==> src/rtl/rle_pkg.sv <==
// Shared types for the run-length byte decoder.
// Used by rle_core and rle_byte_decoder; no dependencies.
`timescale 1ns / 1ps

package rle_pkg;

  localparam int unsigned ByteW = 8;
  localparam int unsigned CntW  = 8;

  // decoder phase, one-hot
  typedef enum logic [2:0] {
    PH_HEADER = 3'b001,
    PH_RUN    = 3'b010,
    PH_LIT    = 3'b100
  } phase_e;

  // one decoded result
  typedef struct packed {
    logic             truncated;
    logic             block_done;
    logic [CntW-1:0]  repeat_count;
    logic [ByteW-1:0] out_byte;
  } res_t;

endpackage

==> src/rtl/rle_core.sv <==
// Phase tracking and result formation for the run-length decoder.
// Depends on rle_pkg.
`timescale 1ns / 1ps

module rle_core (
  input  logic                     clk_i,
  input  logic                     rst_ni,
  input  logic                     fire_i,
  input  logic [rle_pkg::ByteW-1:0] byte_i,
  input  logic                     last_i,
  output logic                     res_valid_o,
  output rle_pkg::res_t            res_o
);

  rle_pkg::phase_e             phase_q, phase_d;
  logic [rle_pkg::CntW-1:0]    lit_left_q, lit_left_d;
  logic [rle_pkg::CntW-1:0]    run_len_q, run_len_d;
  logic                        more;

  assign more = lit_left_q > rle_pkg::CntW'(1);

  always_comb begin
    phase_d      = phase_q;
    lit_left_d   = lit_left_q;
    run_len_d    = run_len_q;
    res_valid_o  = 1'b0;
    res_o        = '0;
    unique case (phase_q)
      rle_pkg::PH_RUN: begin
        res_valid_o        = 1'b1;
        res_o.out_byte     = byte_i;
        res_o.repeat_count = run_len_q;
        res_o.block_done   = last_i;
        phase_d            = rle_pkg::PH_HEADER;
        run_len_d          = '0;
      end
      rle_pkg::PH_LIT: begin
        res_valid_o        = 1'b1;
        res_o.out_byte     = byte_i;
        res_o.repeat_count = rle_pkg::CntW'(1);
        res_o.block_done   = last_i;
        res_o.truncated    = last_i && more;
        if (more) begin
          lit_left_d = lit_left_q - rle_pkg::CntW'(1);
        end else begin
          lit_left_d = '0;
          phase_d    = rle_pkg::PH_HEADER;
        end
      end
      default: begin
        // header byte; invalid phase codes land here too
        if (byte_i[rle_pkg::ByteW-1]) begin
          // run of 257 - byte, 2 to 129
          run_len_d = rle_pkg::CntW'(9'd257 - {1'b0, byte_i});
          phase_d   = rle_pkg::PH_RUN;
        end else begin
          lit_left_d = byte_i + rle_pkg::CntW'(1);
          phase_d    = rle_pkg::PH_LIT;
        end
        // block ended on a header: status-only result
        res_valid_o      = last_i;
        res_o.block_done = 1'b1;
        res_o.truncated  = 1'b1;
      end
    endcase
    if (last_i) begin
      phase_d    = rle_pkg::PH_HEADER;
      lit_left_d = '0;
      run_len_d  = '0;
    end
  end

  always_ff @(posedge clk_i or negedge rst_ni) begin
    if (!rst_ni) begin
      phase_q    <= rle_pkg::PH_HEADER;
      lit_left_q <= '0;
      run_len_q  <= '0;
    end else if (fire_i) begin
      phase_q    <= phase_d;
      lit_left_q <= lit_left_d;
      run_len_q  <= run_len_d;
    end
  end

endmodule

==> src/rtl/rle_byte_decoder.sv <==
// Top level of the run-length byte decoder: input handshake, decode core,
// output register with skid stage. Depends on rle_pkg and rle_core.
//
// Usage:
//   Slave stream carries one compressed byte per request (tdata) and marks the
//   last byte of a block with tlast. Master stream carries one result per
//   data byte: tdata holds the byte and its repeat count, tlast closes the
//   block and tuser flags a block that ended inside a run or literal group.
//   A repeat count of 0 marks a status-only result (block ended on a header).
//   Header bytes give no result unless they end a block.
//   Each result is registered before it shows on the master side.
//   Throughput: one byte per cycle, while the skid stage is empty.
//   Reset clears the phase to header, both counters and all valid flags.
//   When the receiver stalls, one further result is held in the skid stage;
//   the slave side drops tready only while that stage is full.
`timescale 1ns / 1ps

module rle_byte_decoder (
  input  logic        clk_i,
  input  logic        rst_ni,
  input  logic        s_axis_tvalid,
  output logic        s_axis_tready,
  input  logic [7:0]  s_axis_tdata,   // [7:0] in_byte
  input  logic        s_axis_tlast,   // block_end
  output logic        m_axis_tvalid,
  input  logic        m_axis_tready,
  output logic [15:0] m_axis_tdata,   // [7:0] out_byte, [15:8] repeat_count
  output logic        m_axis_tlast,   // block_done
  output logic        m_axis_tuser    // truncated
);

  logic          s_fire;
  logic          res_valid;
  rle_pkg::res_t res;
  rle_pkg::res_t out_q, skid_q;
  logic          out_valid_q, skid_valid_q;
  logic          out_free;

  assign s_axis_tready = !skid_valid_q;
  assign s_fire        = s_axis_tvalid && s_axis_tready;
  assign out_free      = !out_valid_q || m_axis_tready;

  rle_core u_core (
    .clk_i       (clk_i),
    .rst_ni      (rst_ni),
    .fire_i      (s_fire),
    .byte_i      (s_axis_tdata),
    .last_i      (s_axis_tlast),
    .res_valid_o (res_valid),
    .res_o       (res)
  );

  always_ff @(posedge clk_i or negedge rst_ni) begin
    if (!rst_ni) begin
      out_valid_q  <= 1'b0;
      skid_valid_q <= 1'b0;
    end else if (skid_valid_q) begin
      if (out_free) begin
        out_valid_q  <= 1'b1;
        skid_valid_q <= 1'b0;
      end
    end else if (out_free) begin
      out_valid_q <= s_fire && res_valid;
    end else if (s_fire && res_valid) begin
      skid_valid_q <= 1'b1;
    end
  end

  always_ff @(posedge clk_i) begin
    if (skid_valid_q) begin
      if (out_free) begin
        out_q <= skid_q;
      end
    end else if (out_free) begin
      out_q <= res;
    end else begin
      skid_q <= res;
    end
  end

  assign m_axis_tvalid = out_valid_q;
  assign m_axis_tdata  = {out_q.repeat_count, out_q.out_byte};
  assign m_axis_tlast  = out_q.block_done;
  assign m_axis_tuser  = out_q.truncated;

endmodule

==> config.mk <==
export PLATFORM = sky130hd
export DESIGN_NAME = rle_byte_decoder
export DESIGN_NICKNAME = d
export VERILOG_FILES = /design/src/rtl/rle_pkg.sv /design/src/rtl/rle_core.sv /design/src/rtl/rle_byte_decoder.sv
export SDC_FILE = /design/constraint.sdc
export NUM_CORES = 1
export LEC_CHECK = 0
export ABC_AREA = 1
export BUFFER_PORTS_ARGS = -buffer_cell sky130_fd_sc_hd__buf_2
export CORE_ASPECT_RATIO = 0.8
export CORE_UTILIZATION = 60
export DETAILED_ROUTE_END_ITERATION = 6
export GPL_TIMING_DRIVEN = 0
export PLACE_DENSITY_LB_ADDON = 0.25
export SETUP_SLACK_MARGIN = 0.02
export SLEW_MARGIN = 5
export SYNTH_ARGS = -nofsm -noshare
export SYNTH_HDL_FRONTEND = slang
export SYNTH_SLANG_ARGS = --single-unit
==> constraint.sdc <==
create_clock -name clk_i -period 3.88 [get_ports clk_i]
set_clock_uncertainty 0.2 [all_clocks]
set_input_delay 0.582 -clock clk_i [delete_from_list [all_inputs] [get_ports clk_i]]
set_output_delay 0.582 -clock clk_i [all_outputs]
set_load 0.01 [all_outputs]
---- Yosys cells after proc, flatten, opt, wreduce, memory -nomap -nowiden ----
Index checks and enable logic that the tools add are counted.
Widths: inputs -> output; s select.
cells by class
  reductions and logical operators ........ 12
  order comparisons ....................... 1
  muxes and demuxes ....................... 25
  bitwise operators ....................... 2
  eq/ne operators ......................... 6
  add/sub/neg operators ................... 3
operators with widths
  kind                 count
  $mux 18              3
  $mux 8               5
  $pmux 16 s2          1
  $pmux 8 s2           2
  $mux 1               9
  $mux 3               3
  $add 8x1->8 const B  1
  $gt 8x1->1 const B   1
  $sub 1x8->8 const A  1
  $sub 8x1->8 const B  1
  $pmux 3 s2           1
  $reduce_and 3->1     2
  $ne 2x2->1 const B   2
  $reduce_and 2->1     2
  $eq 3x2->1 const B   1
  $eq 3x3->1 const B   1
  $logic_and 1x1->1    3
  $ne 3x1->1 const B   1
  $ne 3x3->1 const B   1
  $reduce_bool 3->1    1
  $logic_not 1->1      2
  $not 1->1            2
  $pmux 1 s2           1
  $reduce_or 2->1      1
  $logic_or 1x1->1     1
storage, ports and cells
  output and inout port bits .............. 20
  logic and storage cells ................. 62
  register bits after elaboration ......... 57

---- Logic depth before layout (Yosys ltp) ----
  depth after elaboration ................. 7
  mapped depth ............................ 11
  depth with buffers taken out ............ 11

---- By module ----
From an unflattened synthesis, not the netlist that was laid out.
unflattened totals
  cell total of the unflattened synthesis .. 331
  area, all modules ....................... 2872.8 um^2
modules (own cells, without submodules)
  module            cells an instance  area each (um^2)  times used
  rle_core          226                1465.2            1
  rle_byte_decoder  105                1407.6            1

---- Least setup slack after synthesis ----
Ideal clock, no wire load.
  kind .................................... input to register
  start point ............................. input m_axis_tready
  end point ............................... register skid_q[0] in the netlist's numbering, enable pin
  library setup time ...................... 393 ps
  slack ................................... 1380 ps
  stages on the path ...................... 3
  required time ........................... 3287 ps
  data arrival time ....................... 1907 ps
  path through ............................ inv_1 nand2_1 nor2_1
on the way
  cells in the longest elaborated chain, start to end .. 3
RTL lines
  item                        RTL line                RTL
  start, declared             rle_byte_decoder.sv:26  input logic m_axis_tready,
  $logic_or 1x1->1            rle_byte_decoder.sv:41  assign out_free = !out_valid_q || m_axis_tready;
  net out_free                rle_byte_decoder.sv:37  logic out_free;
  $not 1->1 (no line)         -
  $reduce_and 2->1 (no line)  -
  end signal, assigned        rle_byte_decoder.sv:77  skid_q <= res;
  end, declared               rle_byte_decoder.sv:35  rle_pkg::res_t out_q, skid_q;
The timed path passes the listed nets, and every way through them passes these cells.
A chain may end at the register's enable or synchronous reset.

---- Worst setup path in the final report ----
  start point ............................. input m_axis_tready
  end point ............................... register skid_q[8] in the netlist's numbering, enable pin
The elaborated chain is that of the path after synthesis.

==> metrics <==
Std-Cell Core Area 0.00462 mm²; Setup TNS 0 ps; Final Hold Fails 0; Final GP Congestion 0.885; Syn Nets 350; design area 0.00332 mm²; post-synth top area cell edfxtp_1; DIE AREA 0.00515 mm²; largest fanout on the critical path 21; Startpoint Class primary input; Unique masters post-synth 34; cell total after placement 424; fin cells 440; RSZ-0062 raised after global routing no; vias per inst 5.34; Starting Density 63.2%; Final Setup Violations 0; max layer used met4; IO Pins 33; post-route ant nets 0; PostCTS Resize Cnt 0; global route overflow 0; post-synthesis sequential area ratio 55.0%; count leader, synth nand2_1; Primary FF master, synth edfxtp_1; Antenna diodes 0; post-synthesis async set-or-reset flop share 36.8%; final hold slack 7.84 ps; Period Utilization, post-route 62.3%; syn avg cell area 8.80 µm²; share of layout cells above drive strength 1 21.6%; Fill cells 378; H-tree depth 3; Syn-to-layout area delta 13.7%; fmax 0.414 GHz; most instantiated cells after synthesis nand2_1 (115), edfxtp_1 (36), nor2_1 (36); initial antenna violation count 0; clock edge transition at the registers on the reported setup and hold paths 60 ps; DR WL met2 2930 µm; via count 2349; Netlist Area Pre-Place 0.00292 mm²; Vert. Die Dim 64.4 µm; Min-Delay Path Class in2async; max capacitance violation total 0; actual slew at the worst max-slew pin 917 ps; die width 80.0 µm; flops & latches, synth 57; Clock Path Buffers 2; outcome completed; clock root cell clkbuf_8; pin count of the biggest net entering global routing 22; synth warn 0; vias in the first global route 2205; number of port buffers 32; Post-synth EDFFs 36; DRC Markers 0; power per cell area 528 mW/mm²; most area-consuming cells after synthesis edfxtp_1 (37%), dfrtp_1 (17%), nand2_1 (15%); crit path time final 2420 ps; Worst VDD drop 0.408 mV; TritonCTS Buffers 9; first-pass GRT wire length 10200 µm; DP HPWL 4520 µm; placed cell areas 0.00316 mm²; setup bufs post-CTS 0; total routing usage reported by global routing 27.5%; wire per inst 13.9 µm; Worst-Skew Late Latency 340 ps; post-route met1 wirelength 2650 µm; type of the worst setup path in2reg; starting DRC count in detailed routing 199; Syn Inst Count 332; DR pass1 iterations 4; clock sink count 57; top cell type's share of synthesized area 37.0%; Pleak 1.64 nW; Cell Rows 22; critical path arrival 2180 ps; WL met3 446 µm; # hold bufs at CTS 0; slew margin rel. 38.8%; crit end category flip-flop; DRT Wirelength 6120 µm; CTS tree built; Final nets 393; Req. time, crit path 3640 ps; Slew Viols, Final 0
[layout make-up]
type	instances	area, µm²	share of cell area (%)
Timing Repair Buffer	32	160	4.82
Buffer	6	41.3	1.24
Multi-Input combinational cell	226	1110	33.4
Tap cell	60	75.1	2.26
Clock inverter	6	35.0	1.05
Clock buffer	10	128	3.84
Sequential cell	57	1610	48.4
Inverter	43	164	4.93
[worst max-delay path: stages]
cell     delay, ps
buf_2          100
inv_1           50
nand2_1        510
nor2_2         940
[placed cells by master, fill, tap and decap left out, types with 3 or more instances in the layout]
cell,count
nor2_1,35
clkbuf_8,9
nand2_1,115
edfxtp_1,36
buf_2,35
nand2_2,6
nand3_1,19
dfrtp_1,20
clkinv_2,3
o21ai_0,12
inv_2,8
nand3_2,5
xor2_1,3
ha_1,5
nand4_1,4
inv_1,34
[path summary, 6_finish.rpt]
path                                      from                    to  slack, ps  cells past startpoint
setup reg to reg                 m_axis_tvalid             skid_q[8]       1500                      2
min in group clk_i         u_core.run_len_q[6]   u_core.run_len_q[6]        280                      2
hold reg to reg            u_core.run_len_q[6]   u_core.run_len_q[6]        280                      2
max in group asynchronous               rst_ni     u_core.phase_q[0]       3110                      1
hold / removal                          rst_ni  u_core.lit_left_q[3]          8                      1
setup / recovery                 m_axis_tready             skid_q[8]       1460                      4
[through the flow]
| step | total power, W | setup WS (ps) | utilization (%) |
|---|---|---|---|
| final | 0.00175 | 1460 | 71.8 |
| after global routing | 0.00187 | 1280 | 71.8 |
| after CTS | 0.00177 | 1010 | 71.8 |
| after detailed placement | 0.00131 | 643 | 68.3 |
| after global placement | 0.00128 | 839 | 68.3 |
| after floorplan | 0.00116 | 1380 | - |
[report_power, final]
part	internal, W	total, W	switching (W)
logic	0.000154	0.000459	0.000304
clock network	0.000226	0.000458	0.000232
registers	0.000782	0.000838	0.0000559
[cells by family (layout without fill, tap and decap cells)]
logic type	after synthesis	after routing	synth area share, %
xor gates and xnor gates	4	4	1.20
adders and majority gates	5	5	2.14
DFF	57	57	55.0
buffers and inverters	49	97	7.02
and+or+nand+nor	196	196	30.6
AOI/OAI and AO/OA	21	21	4.03
[registers in the layout (all words and copies together) (netlist names)]
signal             cells
skid_q                18
skid_valid_q           1
u_core.lit_left_q      8
m_axis_tlast           1
u_core.phase_q         3
u_core.run_len_q       8
m_axis_tuser           1
m_axis_tvalid          1
m_axis_tdata          16
[routing by layer]
metal / track usage (%) / vias to the layer above
li1: - / 1151
met1: 35.8 / 1111
met2: 43.4 / 77
met3: 9.01 / 10
met4: 10.0 / 0
met5: 0 / -
No activity file was read; power rests on OpenSTA's default activity.
